File: src/sv/csf_pkg.sv
// Shared types and constants for the capacity-limited split FIFO.
package csf_pkg;

  localparam int DEPTH_DEF     = 16;
  localparam int QTY_WIDTH_DEF = 32;
  localparam int ID_WIDTH_DEF  = 16;

  localparam int STATUS_W = 3;
  localparam int FUNC_W   = 2;

  // Configuration register indexes
  localparam logic CFG_CAPACITY  = 1'b0;
  localparam logic CFG_UNLIMITED = 1'b1;

  typedef enum logic [FUNC_W-1:0] {
    FN_PUSH    = 2'd0,
    FN_POP_QTY = 2'd1,
    FN_POP_CNT = 2'd2,
    FN_POP_ONE = 2'd3
  } func_t;

  typedef enum logic [STATUS_W-1:0] {
    ST_OK      = 3'd0,
    ST_OVERCAP = 3'd1,
    ST_DUP     = 3'd2,
    ST_SHORT   = 3'd3,
    ST_FULL    = 3'd4
  } status_t;

  typedef enum logic [3:0] {
    S_IDLE,
    S_CHK,
    S_CAP,
    S_RD,
    S_EV,
    S_PUSHW,
    S_FREE,
    S_SOLO,
    S_ERD,
    S_EEV
  } state_t;

endpackage

File: src/sv/capacity_limited_split_fifo_top.sv
// FIFO of tagged quantities with a capacity limit, split pops and per-transfer status.
// One request is taken at a time; s_axis_tready is high only between requests. Every entry
// visit goes through the single memory read port in an address state and an evaluate state.
// A push runs the duplicate search over the stored entries, cut short at a match, after
// the capacity check, which unlimited mode skips; a push may also be refused by that check
// or for overflowing the word. A pop that removes R entries or parts makes a first pass
// over the same R entries to fix the final count and total, then sends R results, one
// per entry read; refusals and empty pops send a single result. A stalled master side
// holds the emit pass. Every result of a request reports the count, total and free
// space as they stand after the whole request.
module capacity_limited_split_fifo_top import csf_pkg::*; #(
  parameter int DEPTH     = DEPTH_DEF,
  parameter int QTY_WIDTH = QTY_WIDTH_DEF,
  parameter int ID_WIDTH  = ID_WIDTH_DEF,
  localparam int CW       = $clog2(DEPTH + 1),
  localparam int AW       = $clog2(DEPTH),
  localparam int IN_BITS  = FUNC_W + ID_WIDTH + QTY_WIDTH + CW,
  localparam int IN_W     = ((IN_BITS + 7) / 8) * 8,
  localparam int OUT_BITS = STATUS_W + ID_WIDTH + QTY_WIDTH + CW + QTY_WIDTH + QTY_WIDTH + 1,
  localparam int OUT_W    = ((OUT_BITS + 7) / 8) * 8
) (
  input  logic                 clk,
  input  logic                 rst,
  input  logic                 s_axis_tvalid,
  output logic                 s_axis_tready,
  // func, item_id, quantity, pop_count
  input  logic [IN_W-1:0]      s_axis_tdata,
  output logic                 m_axis_tvalid,
  input  logic                 m_axis_tready,
  // status, out_id, out_qty, entry_count, total_qty, free_space
  output logic [OUT_W-1:0]     m_axis_tdata,
  // item_valid
  output logic                 m_axis_tuser,
  output logic                 m_axis_tlast,
  input  logic                 cfg_we,
  input  logic                 cfg_index,
  input  logic [QTY_WIDTH-1:0] cfg_wdata
);

  logic [FUNC_W-1:0]    in_func;
  logic [ID_WIDTH-1:0]  in_id;
  logic [QTY_WIDTH-1:0] in_qty;
  logic [CW-1:0]        in_cnt;

  logic                 mem_we;
  logic [AW-1:0]        mem_waddr, mem_raddr;
  logic [ID_WIDTH-1:0]  mem_wid, mem_rid;
  logic [QTY_WIDTH-1:0] mem_wamt, mem_ramt;

  logic [QTY_WIDTH-1:0] alu_a, alu_b;
  logic                 alu_sub;
  logic [QTY_WIDTH:0]   alu_res;

  logic [STATUS_W-1:0]  out_status;
  logic [ID_WIDTH-1:0]  out_id;
  logic [QTY_WIDTH-1:0] out_qty, out_total;
  logic [CW-1:0]        out_count;
  logic [QTY_WIDTH:0]   out_free;

  assign in_func = s_axis_tdata[FUNC_W-1:0];
  assign in_id   = s_axis_tdata[FUNC_W +: ID_WIDTH];
  assign in_qty  = s_axis_tdata[FUNC_W + ID_WIDTH +: QTY_WIDTH];
  assign in_cnt  = s_axis_tdata[FUNC_W + ID_WIDTH + QTY_WIDTH +: CW];

  assign m_axis_tdata = OUT_W'({out_free, out_total, out_count, out_qty, out_id, out_status});

  csf_store #(
    .DEPTH     (DEPTH),
    .QTY_WIDTH (QTY_WIDTH),
    .ID_WIDTH  (ID_WIDTH)
  ) u_store (
    .clk   (clk),
    .we    (mem_we),
    .waddr (mem_waddr),
    .wid   (mem_wid),
    .wamt  (mem_wamt),
    .raddr (mem_raddr),
    .rid   (mem_rid),
    .ramt  (mem_ramt)
  );

  csf_alu #(
    .QTY_WIDTH (QTY_WIDTH)
  ) u_alu (
    .a   (alu_a),
    .b   (alu_b),
    .sub (alu_sub),
    .res (alu_res)
  );

  csf_seq #(
    .DEPTH     (DEPTH),
    .QTY_WIDTH (QTY_WIDTH),
    .ID_WIDTH  (ID_WIDTH)
  ) u_seq (
    .clk            (clk),
    .rst            (rst),
    .in_valid       (s_axis_tvalid),
    .in_ready       (s_axis_tready),
    .in_func        (in_func),
    .in_id          (in_id),
    .in_qty         (in_qty),
    .in_cnt         (in_cnt),
    .cfg_we         (cfg_we),
    .cfg_index      (cfg_index),
    .cfg_wdata      (cfg_wdata),
    .mem_we         (mem_we),
    .mem_waddr      (mem_waddr),
    .mem_wid        (mem_wid),
    .mem_wamt       (mem_wamt),
    .mem_raddr      (mem_raddr),
    .mem_rid        (mem_rid),
    .mem_ramt       (mem_ramt),
    .alu_a          (alu_a),
    .alu_b          (alu_b),
    .alu_sub        (alu_sub),
    .alu_res        (alu_res),
    .out_valid      (m_axis_tvalid),
    .out_ready      (m_axis_tready),
    .out_status     (out_status),
    .out_item_valid (m_axis_tuser),
    .out_id         (out_id),
    .out_qty        (out_qty),
    .out_last       (m_axis_tlast),
    .out_count      (out_count),
    .out_total      (out_total),
    .out_free       (out_free)
  );

endmodule

File: src/sv/csf_alu.sv
// Shared add/subtract unit with carry or borrow in the top bit.
module csf_alu import csf_pkg::*; #(
  parameter int QTY_WIDTH = QTY_WIDTH_DEF
) (
  input  logic [QTY_WIDTH-1:0] a,
  input  logic [QTY_WIDTH-1:0] b,
  input  logic                 sub,
  output logic [QTY_WIDTH:0]   res
);

  // Top bit is carry on add, borrow on subtract; as a signed value it is a - b.
  always_comb begin
    if (sub) begin
      res = {1'b0, a} - {1'b0, b};
    end else begin
      res = {1'b0, a} + {1'b0, b};
    end
  end

endmodule

File: src/sv/csf_store.sv
// Entry memory: identifier and quantity per slot, one write and one registered read port.
module csf_store import csf_pkg::*; #(
  parameter int DEPTH     = DEPTH_DEF,
  parameter int QTY_WIDTH = QTY_WIDTH_DEF,
  parameter int ID_WIDTH  = ID_WIDTH_DEF,
  localparam int AW = $clog2(DEPTH)
) (
  input  logic                 clk,
  input  logic                 we,
  input  logic [AW-1:0]        waddr,
  input  logic [ID_WIDTH-1:0]  wid,
  input  logic [QTY_WIDTH-1:0] wamt,
  input  logic [AW-1:0]        raddr,
  output logic [ID_WIDTH-1:0]  rid,
  output logic [QTY_WIDTH-1:0] ramt
);

  logic [ID_WIDTH-1:0]  id_mem  [DEPTH];
  logic [QTY_WIDTH-1:0] amt_mem [DEPTH];

  always_ff @(posedge clk) begin
    if (we) begin
      id_mem[waddr]  <= wid;
      amt_mem[waddr] <= wamt;
    end
  end

  always_ff @(posedge clk) begin
    rid  <= id_mem[raddr];
    ramt <= amt_mem[raddr];
  end

endmodule

File: src/sv/csf_seq.sv
// Sequencer: request checks, scan and emit passes, queue state and result register.
module csf_seq import csf_pkg::*; #(
  parameter int DEPTH     = DEPTH_DEF,
  parameter int QTY_WIDTH = QTY_WIDTH_DEF,
  parameter int ID_WIDTH  = ID_WIDTH_DEF,
  localparam int AW = $clog2(DEPTH),
  localparam int CW = $clog2(DEPTH + 1)
) (
  input  logic                 clk,
  input  logic                 rst,
  // request
  input  logic                 in_valid,
  output logic                 in_ready,
  input  logic [FUNC_W-1:0]    in_func,
  input  logic [ID_WIDTH-1:0]  in_id,
  input  logic [QTY_WIDTH-1:0] in_qty,
  input  logic [CW-1:0]        in_cnt,
  // configuration
  input  logic                 cfg_we,
  input  logic                 cfg_index,
  input  logic [QTY_WIDTH-1:0] cfg_wdata,
  // entry memory
  output logic                 mem_we,
  output logic [AW-1:0]        mem_waddr,
  output logic [ID_WIDTH-1:0]  mem_wid,
  output logic [QTY_WIDTH-1:0] mem_wamt,
  output logic [AW-1:0]        mem_raddr,
  input  logic [ID_WIDTH-1:0]  mem_rid,
  input  logic [QTY_WIDTH-1:0] mem_ramt,
  // shared add/subtract unit
  output logic [QTY_WIDTH-1:0] alu_a,
  output logic [QTY_WIDTH-1:0] alu_b,
  output logic                 alu_sub,
  input  logic [QTY_WIDTH:0]   alu_res,
  // result
  output logic                 out_valid,
  input  logic                 out_ready,
  output logic [STATUS_W-1:0]  out_status,
  output logic                 out_item_valid,
  output logic [ID_WIDTH-1:0]  out_id,
  output logic [QTY_WIDTH-1:0] out_qty,
  output logic                 out_last,
  output logic [CW-1:0]        out_count,
  output logic [QTY_WIDTH-1:0] out_total,
  output logic [QTY_WIDTH:0]   out_free
);

  localparam logic [AW-1:0] LAST_SLOT = AW'(DEPTH - 1);
  localparam logic [CW-1:0] FULL_CNT  = CW'(DEPTH);
  localparam logic [CW-1:0] ONE_CNT   = CW'(1);

  state_t state, state_next;

  // queue state
  logic [AW-1:0]        head, head_next, tail, tail_next;
  logic [CW-1:0]        fill, fill_next;
  logic [QTY_WIDTH-1:0] total, total_next;
  logic [QTY_WIDTH-1:0] capacity;
  logic                 unlimited;

  // request and working registers
  func_t                req_func, req_func_next;
  logic [ID_WIDTH-1:0]  req_id, req_id_next;
  logic [QTY_WIDTH-1:0] req_qty, req_qty_next;
  logic [CW-1:0]        req_cnt, req_cnt_next;
  logic [QTY_WIDTH-1:0] sum, sum_next;
  logic [AW-1:0]        scan_ptr, scan_ptr_next;
  logic [CW-1:0]        k, k_next;
  logic [QTY_WIDTH-1:0] left, left_next;
  logic                 part, part_next;
  logic [QTY_WIDTH-1:0] part_qty, part_qty_next;
  logic [CW-1:0]        nres, nres_next;
  logic [CW-1:0]        fill_f, fill_f_next;
  logic [QTY_WIDTH-1:0] total_f, total_f_next;
  logic [QTY_WIDTH:0]   free_r, free_r_next;
  status_t              st, st_next;
  logic                 single, single_next;

  // result register load
  logic                 out_load, out_free_slot;
  status_t              ld_status;
  logic                 ld_item_valid, ld_last;
  logic [ID_WIDTH-1:0]  ld_id;
  logic [QTY_WIDTH-1:0] ld_qty;

  logic [CW-1:0]        k_inc;
  logic                 is_last;

  function automatic logic [AW-1:0] next_slot(input logic [AW-1:0] p);
    next_slot = (p == LAST_SLOT) ? '0 : p + AW'(1);
  endfunction

  assign in_ready      = (state == S_IDLE);
  assign out_free_slot = !out_valid || out_ready;
  assign k_inc         = k + ONE_CNT;
  assign is_last       = (k_inc == nres);
  assign mem_raddr     = (state == S_ERD || state == S_EEV) ? head : scan_ptr;

  always_comb begin
    state_next    = state;
    head_next     = head;
    tail_next     = tail;
    fill_next     = fill;
    total_next    = total;
    req_func_next = req_func;
    req_id_next   = req_id;
    req_qty_next  = req_qty;
    req_cnt_next  = req_cnt;
    sum_next      = sum;
    scan_ptr_next = scan_ptr;
    k_next        = k;
    left_next     = left;
    part_next     = part;
    part_qty_next = part_qty;
    nres_next     = nres;
    fill_f_next   = fill_f;
    total_f_next  = total_f;
    free_r_next   = free_r;
    st_next       = st;
    single_next   = single;

    alu_a   = total;
    alu_b   = req_qty;
    alu_sub = 1'b0;

    mem_we    = 1'b0;
    mem_waddr = tail;
    mem_wid   = req_id;
    mem_wamt  = req_qty;

    out_load      = 1'b0;
    ld_status     = ST_OK;
    ld_item_valid = 1'b0;
    ld_id         = '0;
    ld_qty        = '0;
    ld_last       = 1'b1;

    unique case (state)
      S_IDLE: begin
        if (in_valid) begin
          req_func_next = func_t'(in_func);
          req_id_next   = in_id;
          req_qty_next  = in_qty;
          req_cnt_next  = (func_t'(in_func) == FN_POP_ONE) ? ONE_CNT : in_cnt;
          state_next    = S_CHK;
        end
      end

      S_CHK: begin
        k_next        = '0;
        scan_ptr_next = head;
        fill_f_next   = fill;
        total_f_next  = total;
        single_next   = 1'b1;
        unique case (req_func)
          FN_PUSH: begin
            sum_next = alu_res[QTY_WIDTH-1:0];
            if (alu_res[QTY_WIDTH]) begin
              st_next    = ST_OVERCAP;
              state_next = S_FREE;
            end else if (!unlimited) begin
              state_next = S_CAP;
            end else if (fill == '0) begin
              state_next = S_PUSHW;
            end else begin
              state_next = S_RD;
            end
          end
          FN_POP_QTY: begin
            alu_sub = 1'b1;
            if (alu_res[QTY_WIDTH]) begin
              st_next    = ST_SHORT;
              state_next = S_FREE;
            end else if (req_qty == '0) begin
              st_next    = ST_OK;
              state_next = S_FREE;
            end else begin
              total_f_next = alu_res[QTY_WIDTH-1:0];
              left_next    = req_qty;
              single_next  = 1'b0;
              state_next   = S_RD;
            end
          end
          default: begin
            if (req_cnt > fill) begin
              st_next    = ST_SHORT;
              state_next = S_FREE;
            end else if (req_cnt == '0) begin
              st_next    = ST_OK;
              state_next = S_FREE;
            end else begin
              single_next = 1'b0;
              state_next  = S_RD;
            end
          end
        endcase
      end

      S_CAP: begin
        alu_a   = capacity;
        alu_b   = sum;
        alu_sub = 1'b1;
        if (alu_res[QTY_WIDTH]) begin
          st_next    = ST_OVERCAP;
          state_next = S_FREE;
        end else if (fill == '0) begin
          state_next = S_PUSHW;
        end else begin
          state_next = S_RD;
        end
      end

      S_RD: begin
        state_next = S_EV;
      end

      // First pass: duplicate search, or find where the pop ends
      S_EV: begin
        unique case (req_func)
          FN_PUSH: begin
            if (mem_rid == req_id) begin
              st_next    = ST_DUP;
              state_next = S_FREE;
            end else if (k_inc == fill) begin
              state_next = S_PUSHW;
            end else begin
              k_next        = k_inc;
              scan_ptr_next = next_slot(scan_ptr);
              state_next    = S_RD;
            end
          end
          FN_POP_QTY: begin
            alu_a   = left;
            alu_b   = mem_ramt;
            alu_sub = 1'b1;
            if (alu_res[QTY_WIDTH]) begin
              // front entry larger than what is still needed: split it
              part_next     = 1'b1;
              part_qty_next = left;
              nres_next     = k_inc;
              fill_f_next   = fill - k;
              state_next    = S_FREE;
            end else if (alu_res[QTY_WIDTH-1:0] == '0 || k_inc == fill) begin
              part_next   = 1'b0;
              nres_next   = k_inc;
              fill_f_next = fill - k_inc;
              state_next  = S_FREE;
            end else begin
              left_next     = alu_res[QTY_WIDTH-1:0];
              k_next        = k_inc;
              scan_ptr_next = next_slot(scan_ptr);
              state_next    = S_RD;
            end
          end
          default: begin
            alu_a        = total_f;
            alu_b        = mem_ramt;
            alu_sub      = 1'b1;
            total_f_next = alu_res[QTY_WIDTH-1:0];
            if (k_inc == req_cnt) begin
              part_next   = 1'b0;
              nres_next   = req_cnt;
              fill_f_next = fill - req_cnt;
              state_next  = S_FREE;
            end else begin
              k_next        = k_inc;
              scan_ptr_next = next_slot(scan_ptr);
              state_next    = S_RD;
            end
          end
        endcase
      end

      S_PUSHW: begin
        if (fill == FULL_CNT) begin
          st_next = ST_FULL;
        end else begin
          mem_we       = 1'b1;
          tail_next    = next_slot(tail);
          fill_next    = fill + ONE_CNT;
          total_next   = sum;
          fill_f_next  = fill + ONE_CNT;
          total_f_next = sum;
          st_next      = ST_OK;
        end
        state_next = S_FREE;
      end

      S_FREE: begin
        alu_a       = capacity;
        alu_b       = total_f;
        alu_sub     = 1'b1;
        free_r_next = unlimited ? '1 : alu_res;
        k_next      = '0;
        state_next  = single ? S_SOLO : S_ERD;
      end

      S_SOLO: begin
        if (out_free_slot) begin
          out_load   = 1'b1;
          ld_status  = st;
          state_next = S_IDLE;
        end
      end

      S_ERD: begin
        state_next = S_EEV;
      end

      // Second pass: emit one removed entry or part per transfer
      S_EEV: begin
        alu_a   = mem_ramt;
        alu_b   = part_qty;
        alu_sub = 1'b1;
        if (out_free_slot) begin
          out_load      = 1'b1;
          ld_item_valid = 1'b1;
          ld_id         = mem_rid;
          ld_qty        = (is_last && part) ? part_qty : mem_ramt;
          ld_last       = is_last;
          if (is_last && part) begin
            // remainder stays at the front under the same id
            mem_we    = 1'b1;
            mem_waddr = head;
            mem_wid   = mem_rid;
            mem_wamt  = alu_res[QTY_WIDTH-1:0];
          end else begin
            head_next = next_slot(head);
          end
          if (is_last) begin
            fill_next  = fill_f;
            total_next = total_f;
            state_next = S_IDLE;
          end else begin
            k_next     = k_inc;
            state_next = S_ERD;
          end
        end
      end

      default: begin
        state_next = S_IDLE;
      end
    endcase
  end

  always_ff @(posedge clk) begin
    if (rst) begin
      state     <= S_IDLE;
      head      <= '0;
      tail      <= '0;
      fill      <= '0;
      total     <= '0;
      capacity  <= '0;
      unlimited <= 1'b0;
      out_valid <= 1'b0;
    end else begin
      state <= state_next;
      head  <= head_next;
      tail  <= tail_next;
      fill  <= fill_next;
      total <= total_next;
      if (cfg_we) begin
        unique case (cfg_index)
          CFG_CAPACITY:  capacity  <= cfg_wdata;
          CFG_UNLIMITED: unlimited <= cfg_wdata[0];
          default:       capacity  <= capacity;
        endcase
      end
      if (out_load) begin
        out_valid <= 1'b1;
      end else if (out_ready) begin
        out_valid <= 1'b0;
      end
    end
  end

  always_ff @(posedge clk) begin
    req_func <= req_func_next;
    req_id   <= req_id_next;
    req_qty  <= req_qty_next;
    req_cnt  <= req_cnt_next;
    sum      <= sum_next;
    scan_ptr <= scan_ptr_next;
    k        <= k_next;
    left     <= left_next;
    part     <= part_next;
    part_qty <= part_qty_next;
    nres     <= nres_next;
    fill_f   <= fill_f_next;
    total_f  <= total_f_next;
    free_r   <= free_r_next;
    st       <= st_next;
    single   <= single_next;
    if (out_load) begin
      out_status     <= ld_status;
      out_item_valid <= ld_item_valid;
      out_id         <= ld_id;
      out_qty        <= ld_qty;
      out_last       <= ld_last;
      out_count      <= fill_f;
      out_total      <= total_f;
      out_free       <= free_r;
    end
  end

endmodule
File: config.mk
export PLATFORM = sky130hd
export DESIGN_NAME = capacity_limited_split_fifo_top
export DESIGN_NICKNAME = d
export VERILOG_FILES = /design/src/sv/csf_pkg.sv /design/src/sv/capacity_limited_split_fifo_top.sv /design/src/sv/csf_alu.sv /design/src/sv/csf_store.sv /design/src/sv/csf_seq.sv
export SDC_FILE = /design/constraint.sdc
export NUM_CORES = 2
export LEC_CHECK = 0
export ABC_CLOCK_PERIOD_IN_PS = 12810
export BUFFER_PORTS_ARGS = -buffer_cell sky130_fd_sc_hd__buf_2
export CAP_MARGIN = 20
export CELL_PAD_IN_SITES_DETAIL_PLACEMENT = 1
export CELL_PAD_IN_SITES_GLOBAL_PLACEMENT = 1
export CORE_ASPECT_RATIO = 1.75
export CORE_MARGIN = 2
export CORE_UTILIZATION = 45
export CTS_BUF_LIST = sky130_fd_sc_hd__clkbuf_4 sky130_fd_sc_hd__clkbuf_8
export CTS_CLUSTER_SIZE = 30
export DETAILED_ROUTE_END_ITERATION = 8
export GPL_ROUTABILITY_DRIVEN = 0
export HOLD_SLACK_MARGIN = 0.15
export PLACE_DENSITY = 0.69
export REMOVE_ABC_BUFFERS = 1
export SLEW_MARGIN = 20
export SYNTH_ARGS = -nofsm -noshare
export SYNTH_HDL_FRONTEND = slang
export SYNTH_SLANG_ARGS = --single-unit
File: constraint.sdc
create_clock -name clk -period 12.81 [get_ports clk]
set_input_delay 1.281 -clock clk [delete_from_list [all_inputs] [get_ports clk]]
set_output_delay 1.281 -clock clk [all_outputs]
set_load 0.05 [all_outputs]
Word-level counts from Yosys, hierarchy flattened
Memories as Yosys holds them, arrays and structs flattened. A register that Yosys moved wholly into a read port is not among the register bits.
Cells that the tools add are included.
{ "classes": {"n_addsub": 10, "n_lt_le_gt_ge": 1, "eq_ne": 45, "muxes": 117, "bitwise": 4, "n_reduce_logical": 41} }
{ "ops": {"columns": ["op", "n"], "rows": [
  ["$mux W32", 18],
  ["$pmux W32 S2", 3],
  ["$pmux W32 S3", 2],
  ["$pmux W32 S4", 1],
  ["$mux W4", 23],
  ["$mux W5", 16],
  ["$logic_not A32 Y1", 2],
  ["$mux W16", 3],
  ["$mux W3", 15],
  ["$pmux W4 S10", 1],
  ["$pmux W5 S2", 4],
  ["$add A32 B32 Y33", 1],
  ["$mux W33", 1],
  ["$sub A32 B32 Y33", 1],
  ["$pmux W4 S2", 4],
  ["$pmux W5 S3", 2],
  ["$eq A4 B4 Y1 const B", 5],
  ["$mux W1", 18],
  ["$ne A2 B2 Y1 const B", 9],
  ["$eq A16 B16 Y1", 1],
  ["$eq A4 B3 Y1 const B", 4],
  ["$eq A5 B5 Y1", 3],
  ["$sub A5 B5 Y5", 3],
  ["$ne A2 B1 Y1 const B", 7],
  ["other kinds (36)", 71]
]} }
{ "word_totals": {"reg_bits": 446, "mem_bits_rw": 768, "inputBits": 94, "out_inout_bits": 132, "elab_cells": 252, "memories": 2} }
{ "mem_list": {"columns": ["name", "words", "word_bits", "rd", "rd_clocked_by_memory_dff", "wr", "line", "rtl"], "rows": [
  ["u_store.amt_mem", 16, 32, 1, 1, 1, "csf_store.sv:19", "logic [QTY_WIDTH-1:0] amt_mem [DEPTH];"],
  ["u_store.id_mem", 16, 16, 1, 1, 1, "csf_store.sv:18", "logic [ID_WIDTH-1:0] id_mem [DEPTH];"]
]} }

Logic depth before layout (Yosys ltp)
{ "logic_depth": {"word_depth": 11, "mapped_depth": 30, "depth_no_buf": 26} }

By module
Synthesis repeated with hierarchy kept, for this count alone.
{ "hier_totals": {"cells_unflattened": 3431, "area_unflattened_um2": 52997.1} }
{ "modules_own_cells": {"columns": ["module", "instances", "cells_each", "area_each_um2", "seq_area_each_um2"], "rows": [
  ["csf_store", 1, 1242, 29691.0, 24023.0],
  ["csf_seq", 1, 1808, 20667.3, 12562.0],
  ["csf_alu", 1, 373, 2582.5, 0.0],
  ["capacity_limited_split_fifo_top", 1, 8, 56.3, 0.0]
]} }

Worst setup path after synthesis
OpenSTA, ideal clock, no wires.
{ "synth_timing": {"path_kind": "flip-flop to flip-flop", "from": "register u_seq.state[1]", "to": "register u_seq.left[0], enable pin", "setup_ns": 0.432, "arrival_time_ns": 8.603, "required_ns": 12.378, "setup_slack_ns": 3.775, "stages_incl_launch_ff": 25, "path_buffers": 3, "period_less_slack_ns": 9.035, "cell_sequence": "dfxtp_1 > clkbuf_1 > nand2_1 > nor3_1 > a22oi_1 > o221ai_1 > inv_1 > ha_1 > o2111ai_1 > nor4_4 > and2_4 > nor2_1 > xnor2_1 > ha_1 > clkbuf_1 > nand2_1 > nor2_1 > nand4_1 > a2111oi_0 > nand2b_1 > a31oi_1 > o21ai_0 > xor2_4 > clkbuf_1 > a21oi_1"} }
{ "synth_between": {"elab_chain_cells": 9, "elab_cells_between_ends": 23, "classes_between": "add/sub (2); eq/ne (11); mux (4); reduce/logical (6)"} }
{ "synth_rtl": {"columns": ["item", "line", "rtl"], "rows": [
  ["start: declaration", "csf_seq.sv:52", "state_t state, state_next;"],
  ["start signal: assignment", "csf_seq.sv:358", "state <= state_next;"],
  ["$eq A4 B3 Y1 / $eq A4 B2 Y1 (equally long branches)", "csf_seq.sv:138", "unique case (state)"],
  ["$reduce_or A2 Y1 (no line)", null, null],
  ["$pmux W32 S3", "csf_seq.sv:138", null],
  ["$add A32 B32 Y33 / $sub A32 B32 Y33 (equally long branches)", "csf_alu.sv:16, csf_alu.sv:14", null],
  ["$mux W33", "csf_alu.sv:13", "if (sub) begin"],
  ["$logic_not A32 Y1", "csf_seq.sv:243", "end else if (alu_res[QTY_WIDTH-1:0] == '0 || k_inc == fill) begin"],
  ["$logic_or A1 B1 Y1", "csf_seq.sv:243", null],
  ["$ne A2 B2 Y1 (no line)", null, null],
  ["$reduce_and A7 Y1 (no line) (*)", null, null],
  ["end signal: assignment", "csf_seq.sv:386", "left <= left_next;"],
  ["end: declaration", "csf_seq.sv:69", "logic [QTY_WIDTH-1:0] left, left_next;"]
]} }
Every way passes the cells marked *; elsewhere a longest branch is shown, timed or not.
A chain may end at the register's enable or synchronous reset.

Worst setup path after layout
{ "layout_timing": {"from": "register u_seq.state[3]", "to": "register u_seq.fill_f[3], enable pin"} }
{ "layout_between": {"elab_chain_cells": 9, "elab_cells_between_ends": 22, "classes_between": "add/sub (2); eq/ne (10); mux (4); reduce/logical (6)"} }
{ "layout_rtl": {"columns": ["item", "line", "rtl"], "rows": [
  ["$eq A4 B3 Y1 / $eq A4 B2 Y1 (equally long branches)", "csf_seq.sv:138", null],
  ["$reduce_or A2 Y1 (no line)", null, null],
  ["$pmux W32 S3", "csf_seq.sv:138", null],
  ["$add A32 B32 Y33 / $sub A32 B32 Y33 (equally long branches)", "csf_alu.sv:16, csf_alu.sv:14", null],
  ["$mux W33", "csf_alu.sv:13", null],
  ["$logic_not A32 Y1", "csf_seq.sv:243", null],
  ["$logic_or A1 B1 Y1", "csf_seq.sv:243", null],
  ["$ne A4 B2 Y1 (no line)", null, null],
  ["$reduce_and A5 Y1 (no line) (*)", null, null],
  ["end signal: assignment", "csf_seq.sv:390", "fill_f <= fill_f_next;"],
  ["end: declaration", "csf_seq.sv:73", "logic [CW-1:0] fill_f, fill_f_next;"]
]} }
Marked as above.

==> flow_summary.html <==
<table>
<tr><th>Metric</th><th>Value</th></tr>
<tr><th colspan="2">Detailed routing</th></tr>
<tr><td>Antenna violation net count after detailed routing</td><td>0</td></tr>
<tr><td>Length of the first detailed-routing pass in iterations</td><td>6</td></tr>
<tr><td>Routed wire length</td><td>161000 µm</td></tr>
<tr><td>Wire length per cell</td><td>29.2 µm</td></tr>
<tr><td>Number of remaining DRC errors</td><td>0</td></tr>
<tr><td>Vias post-DR</td><td>33400</td></tr>
<tr><td>1st-iter DRT viols</td><td>3087</td></tr>
<tr><td>Mean number of vias per cell</td><td>6.06</td></tr>
<tr><th colspan="2">Synthesis</th></tr>
<tr><td>Post-synthesis simple-gate area fraction</td><td>7.98%</td></tr>
<tr><td>Post-synthesis mux area share</td><td>8.92%</td></tr>
<tr><td>Avg Inst Size Synth</td><td>15.0 µm²</td></tr>
<tr><td>Complex-gate fraction of the synthesized area</td><td>8.59%</td></tr>
<tr><td>Commonest cells in the synthesized netlist</td><td>sky130_fd_sc_hd__edfxtp_1, sky130_fd_sc_hd__nand2_1, sky130_fd_sc_hd__mux4_2, sky130_fd_sc_hd__clkbuf_1, sky130_fd_sc_hd__o21ai_0</td></tr>
<tr><td>Syn Inst Count</td><td>3535</td></tr>
<tr><td>Synthesis warning total</td><td>0</td></tr>
<tr><td>Yosys top cell area share</td><td>64.1%</td></tr>
<tr><td>Sequential fraction of the synthesis area</td><td>69.0%</td></tr>
<tr><td>Unique cell type count in the Yosys netlist</td><td>88</td></tr>
<tr><td>Xor and xnor fraction of the mapped netlist area</td><td>1.74%</td></tr>
<tr><td>Number of synthesized register bits</td><td>1262</td></tr>
<tr><td>Post-synth EDFFs</td><td>1131</td></tr>
<tr><td>Area contributors post-synth</td><td>sky130_fd_sc_hd__edfxtp_1, sky130_fd_sc_hd__mux4_2, sky130_fd_sc_hd__dfxtp_1</td></tr>
<tr><td>Share of synthesized flip-flops with an asynchronous set or reset</td><td>0%</td></tr>
<tr><td>Largest family of logic cells by synthesized area</td><td>multiplexers</td></tr>
<tr><td>Most frequent cell after synthesis</td><td>sky130_fd_sc_hd__edfxtp_1</td></tr>
<tr><td>Cell area after synthesis</td><td>53000 µm²</td></tr>
<tr><td>Most area-hungry cell type in the Yosys netlist</td><td>sky130_fd_sc_hd__edfxtp_1</td></tr>
<tr><td>Synthesized-area fraction occupied by adder cells</td><td>1.47%</td></tr>
<tr><td>Commonest register cell after synthesis</td><td>sky130_fd_sc_hd__edfxtp_1</td></tr>
<tr><th colspan="2">Global route</th></tr>
<tr><td>Number of global-route vias before repair</td><td>35700</td></tr>
<tr><td>Maximum number of pins on one net before global-route repair</td><td>114</td></tr>
<tr><td>GR Util met2</td><td>47.5%</td></tr>
<tr><td>Remaining Overflow, GRT</td><td>0</td></tr>
<tr><td>Most Used Layer, Global Route</td><td>met2</td></tr>
<tr><td>Number of antenna violations at the first check in global routing</td><td>3</td></tr>
<tr><td>Met1 track demand over resource in global routing</td><td>31.1%</td></tr>
<tr><td>Global-route wire length before repair</td><td>236000 µm</td></tr>
<tr><td>Total GRT Usage</td><td>26.9%</td></tr>
<tr><td>Met3 Usage GRT</td><td>3.94%</td></tr>
<tr><th colspan="2">STA</th></tr>
<tr><td>Highest clock frequency the design can meet</td><td>0.105 GHz</td></tr>
<tr><td>Slew Limit Headroom</td><td>26.4%</td></tr>
<tr><td>Final Slew Violations</td><td>0</td></tr>
<tr><td>Worst clock skew</td><td>0.0545 ns</td></tr>
<tr><td>Final-report setup violation count</td><td>0</td></tr>
<tr><td>Worst-margin pin slew</td><td>1.10 ns</td></tr>
<tr><td>Worst hold slack across all endpoints</td><td>0.420 ns</td></tr>
<tr><td>Final Hold Vio Count</td><td>0</td></tr>
<tr><td>Period utilisation layout</td><td>74.4%</td></tr>
<tr><td>Unrepaired setup endpoints after global routing</td><td>no</td></tr>
<tr><td>Final min period</td><td>9.53 ns</td></tr>
<tr><th colspan="2">Clock tree</th></tr>
<tr><td>Post-CTS setup buffer count</td><td>0</td></tr>
<tr><td>Number of instances resized during post-cts repair</td><td>0</td></tr>
<tr><td>Clock edge transition at the registers on the reported setup and hold paths</td><td>0.07 ns</td></tr>
<tr><td>Root Buffer</td><td>sky130_fd_sc_hd__clkbuf_8</td></tr>
<tr><td>Clock latency reported for the late side of the worst-skew pair</td><td>0.93 ns</td></tr>
<tr><td>Cts-stage hold buffer count</td><td>0</td></tr>
<tr><td>Sinks on Clock Net</td><td>1262</td></tr>
<tr><td>Total clock buffers created by CTS</td><td>184</td></tr>
<tr><td>Number of levels in the clock H-tree</td><td>4</td></tr>
<tr><td>Buffer depth of the longest clock path</td><td>3</td></tr>
<tr><td>TritonCTS clock tree</td><td>yes</td></tr>
<tr><th colspan="2">Floorplanning</th></tr>
<tr><td>Starting density of the core</td><td>45.3%</td></tr>
<tr><td>Die X-Extent</td><td>263 µm</td></tr>
<tr><td>FP Rows</td><td>166</td></tr>
<tr><td>Core Box Area</td><td>117000 µm²</td></tr>
<tr><td>Number of ports placed on the die boundary</td><td>226</td></tr>
<tr><td>DIE AREA</td><td>121000 µm²</td></tr>
<tr><td>Vert. Die Dim</td><td>458 µm</td></tr>
<tr><th colspan="2">Worst setup path</th></tr>
<tr><td>Setup slack on the worst flop-to-flop path</td><td>3.28 ns</td></tr>
<tr><td>Maximum net fanout on the critical path</td><td>46</td></tr>
<tr><td>Kind of launch point of the worst setup path</td><td>flip-flop</td></tr>
<tr><td>Terminus of the critical flop-to-flop path</td><td>u_seq.fill_f[3]$_DFFE_PP_</td></tr>
<tr><td>Depth of the most critical reg-to-reg path</td><td>24</td></tr>
<tr><td>Worst r2r src</td><td>u_seq.state[3]$_SDFFE_PP0P_</td></tr>
<tr><td>Worst Setup Path Type</td><td>reg2reg</td></tr>
<tr><td>Highest-delay cell along the critical path</td><td>sky130_fd_sc_hd__dfxtp_1</td></tr>
<tr><td>Data required time at the worst endpoint</td><td>13.37 ns</td></tr>
<tr><td>Arrival time worst endpoint</td><td>10.09 ns</td></tr>
<tr><td>Crit path buf inv count</td><td>3</td></tr>
<tr><td>Largest delay contributor family on the critical path</td><td>compound AO/OA/AOI/OAI gates</td></tr>
<tr><td>Largest stage delay, worst path</td><td>0.95 ns</td></tr>
<tr><td>Cells along the critical path</td><td>nand4bb_2 -&gt; buf_4 -&gt; o31a_2 -&gt; buf_4 -&gt; a221o_1 -&gt; or3_1 -&gt; or3_1 -&gt; nor2_1 -&gt; nand2_1 -&gt; nor4_1 -&gt; nand3_1 -&gt; o21ai_0 -&gt; xor2_1 -&gt; ha_1 -&gt; a21o_1 -&gt; a21o_1 -&gt; a221o_1 -&gt; a31oi_1 -&gt; o21ai_0 -&gt; xor2_4 -&gt; buf_4 -&gt; and2_1 -&gt; a221oi_1 -&gt; a31oi_1</td></tr>
<tr><td>Kind of end point of the critical path</td><td>flip-flop</td></tr>
<tr><td>Most Frequent Cell on Critical Path</td><td>sky130_fd_sc_hd__buf_4</td></tr>
<tr><th colspan="2">Finish</th></tr>
<tr><td>Number of nets in the layout</td><td>3991</td></tr>
<tr><td>P&amp;R area growth vs syn</td><td>13.5%</td></tr>
<tr><td>Utilization of the core after routing</td><td>51.4%</td></tr>
<tr><td>Layout cell share with drive strength beyond 1</td><td>23.1%</td></tr>
<tr><td>Layout filler cell count</td><td>11500</td></tr>
<tr><th colspan="2">Min path</th></tr>
<tr><td>Hold Crit Endpoint</td><td>u_seq.out_free[7]$_DFFE_PP_</td></tr>
<tr><td>Type of the most critical hold path</td><td>reg2reg</td></tr>
<tr><td>Launch point of the worst hold path</td><td>u_seq.free_r[7]$_SDFFCE_PP1N_</td></tr>
<tr><td>Hold Path Cell Cnt</td><td>0</td></tr>
<tr><th colspan="2">Placed design</th></tr>
<tr><td>Port Buffer Count</td><td>217</td></tr>
<tr><td>Detailed placer's ending HPWL</td><td>97300 µm</td></tr>
<tr><th colspan="2">Power</th></tr>
<tr><td>Peak supply drop</td><td>0.194 mV</td></tr>
<tr><td>Cell leakage power</td><td>20.4 nW</td></tr>
<tr><td>Total power density per cell area</td><td>240 nW/µm²</td></tr>
<tr><th colspan="2">Job</th></tr>
<tr><td>Maxcap violations</td><td>0</td></tr>
<tr><th colspan="2">Status</th></tr>
<tr><td>Result of the run</td><td>complete, no violations</td></tr>
</table>
-- layer usage --
metal	up-vias	wire length (µm)
met5	-	0
met4	0	9050
met3	443	8660
met2	1358	84000
met1	17300	59400
li1	14300	-
-- sequential cells by signal (all words and copies together), names as in the netlist, 16 cells and up --
name and flops:
u_seq.capacity 32, u_seq.free_r 33, u_seq.left 32, u_seq.out_free 33, u_seq.out_id 16, u_seq.out_qty 32, u_seq.out_total 32, u_seq.part_qty 32
u_seq.req_id 16, u_seq.req_qty 32, u_seq.sum 32, u_seq.total 32, u_seq.total_f 32, u_store.amt_mem 512, u_store.id_mem 256, u_store.ramt 32
u_store.rid 16
-- worst max path at each step --
| stage | start | endpoint | slack, ns | cells after the start |
|---|---|---|---|---|
| 6_report | u_seq.state[3]$_SDFFE_PP0P_ | u_seq.fill_f[3]$_DFFE_PP_ | 3.28 | 24 |
| 5_1_grt | u_seq.state[3]$_SDFFE_PP0P_ | u_seq.fill_f[3]$_DFFE_PP_ | 2.84 | 24 |
| 4_1_cts | u_seq.state[3]$_SDFFE_PP0P_ | u_seq.fill_f[0]$_DFFE_PP_ | 3.39 | 24 |
| 3_5_place_dp | u_seq.state[3]$_SDFFE_PP0P_ | u_seq.fill_f[3]$_DFFE_PP_ | 3.39 | 24 |
| 3_3_place_gp | u_seq.state[3]$_SDFFE_PP0P_ | u_seq.fill_f[2]$_DFFE_PP_ | 3.47 | 24 |
| 2_1_floorplan | u_seq.state[2]$_SDFFE_PP0P_ | u_store.rid[10]$_DFF_P_ | -8.11 | 7 |
-- where the power goes --
group / total (mW) / internal [mW] / leakage, nW / switching [mW]
combinational: 5.37 / 1.81 / 7.16 / 3.56
clock: 3.40 / 1.79 / 2.06 / 1.61
sequential: 5.66 / 5.28 / 11.2 / 0.382
total: 14.4 / 8.88 / 20.4 / 5.55
-- layout make-up --
cell class              count  area, µm²  area share (%)
diodes                      3       7.51          0.0125
clock buffers             270       3300            5.48
clock inverters            76        591           0.982
inverters                  72        270           0.449
multi-input cells        1988      15500            25.8
flip-flops and latches   1262      36600            60.8
well taps                1512       1890            3.14
repair buffers            329       1970            3.27
-- cell usage in the layout, fill, tap and decap left out, types with 8 or more instances in the layout --
| cell type | count |
|---|---|
| sky130_fd_sc_hd__a221o_1 | 16 |
| sky130_fd_sc_hd__buf_2 | 216 |
| sky130_fd_sc_hd__nand4_1 | 11 |
| sky130_fd_sc_hd__mux2_2 | 12 |
| sky130_fd_sc_hd__nor2_4 | 19 |
| sky130_fd_sc_hd__mux2i_1 | 25 |
| sky130_fd_sc_hd__a22o_1 | 35 |
| sky130_fd_sc_hd__a21oi_1 | 109 |
| sky130_fd_sc_hd__a31oi_1 | 61 |
| sky130_fd_sc_hd__and2_1 | 59 |
| sky130_fd_sc_hd__nor3_1 | 17 |
| sky130_fd_sc_hd__and3_1 | 24 |
| sky130_fd_sc_hd__a22oi_1 | 47 |
| sky130_fd_sc_hd__ha_1 | 56 |
| sky130_fd_sc_hd__a311oi_1 | 34 |
| sky130_fd_sc_hd__nor4_1 | 19 |
| sky130_fd_sc_hd__clkinv_1 | 29 |
| sky130_fd_sc_hd__edfxtp_1 | 1131 |
| sky130_fd_sc_hd__clkinv_2 | 25 |
| sky130_fd_sc_hd__clkbuf_8 | 203 |
| sky130_fd_sc_hd__nand3_1 | 55 |
| sky130_fd_sc_hd__dfxtp_1 | 130 |
| sky130_fd_sc_hd__nand2b_1 | 45 |
| sky130_fd_sc_hd__o21ai_0 | 153 |
| sky130_fd_sc_hd__mux4_2 | 192 |
| sky130_fd_sc_hd__nand2_1 | 504 |
| sky130_fd_sc_hd__o2bb2ai_1 | 13 |
| sky130_fd_sc_hd__o211ai_1 | 10 |
| sky130_fd_sc_hd__buf_4 | 110 |
| sky130_fd_sc_hd__a21o_1 | 21 |
| sky130_fd_sc_hd__xor2_1 | 49 |
| sky130_fd_sc_hd__nor2_1 | 108 |
| sky130_fd_sc_hd__xnor2_1 | 53 |
| sky130_fd_sc_hd__o21a_1 | 8 |
| sky130_fd_sc_hd__a222oi_1 | 41 |
| sky130_fd_sc_hd__a211oi_1 | 53 |
| sky130_fd_sc_hd__inv_1 | 72 |
| sky130_fd_sc_hd__clkbuf_4 | 67 |
-- worst register-to-register path: cells and delay by family, from the launching register on --
family / cells / cell delay (ns)
and+or+nand+nor: 8 / 2.74
xor gates and xnor gates: 2 / 0.42
DFF: 1 / 0.95
AOI/OAI and AO/OA: 10 / 3.71
buffers and inverters: 3 / 1.04
adders and majority gates: 1 / 0.32
-- cells by family (layout without fill, tap and decap cells) --
logic type,count (synthesis),after routing
and+or+nand+nor,923,923
other,1,10
muxes,231,231
DFF,1262,1262
xor gates and xnor gates,103,103
adders and majority gates,60,60
buffers and inverters,291,747
AOI/OAI and AO/OA,664,664
-- per-stage QoR --
| step | instance area, µm² | TNS (ns) | power (mW) | setup WS [ns] | instances |
|---|---|---|---|---|---|
| final | 60200 | 0 | 14.4 | 3.28 | 5512 |
| after global routing | 60200 | 0 | 15.1 | 2.84 | 5511 |
| after CTS | 60100 | 0 | 14.5 | 3.39 | 5509 |
| after detailed placement | 56300 | 0 | 11.1 | 3.39 | 5163 |
| after global placement | 56300 | 0 | 11.0 | 3.47 | 5163 |
| after floorplan | 52100 | -533.94 | 9.63 | -8.11 | 3322 |
Power figures use the tool's default switching activity.
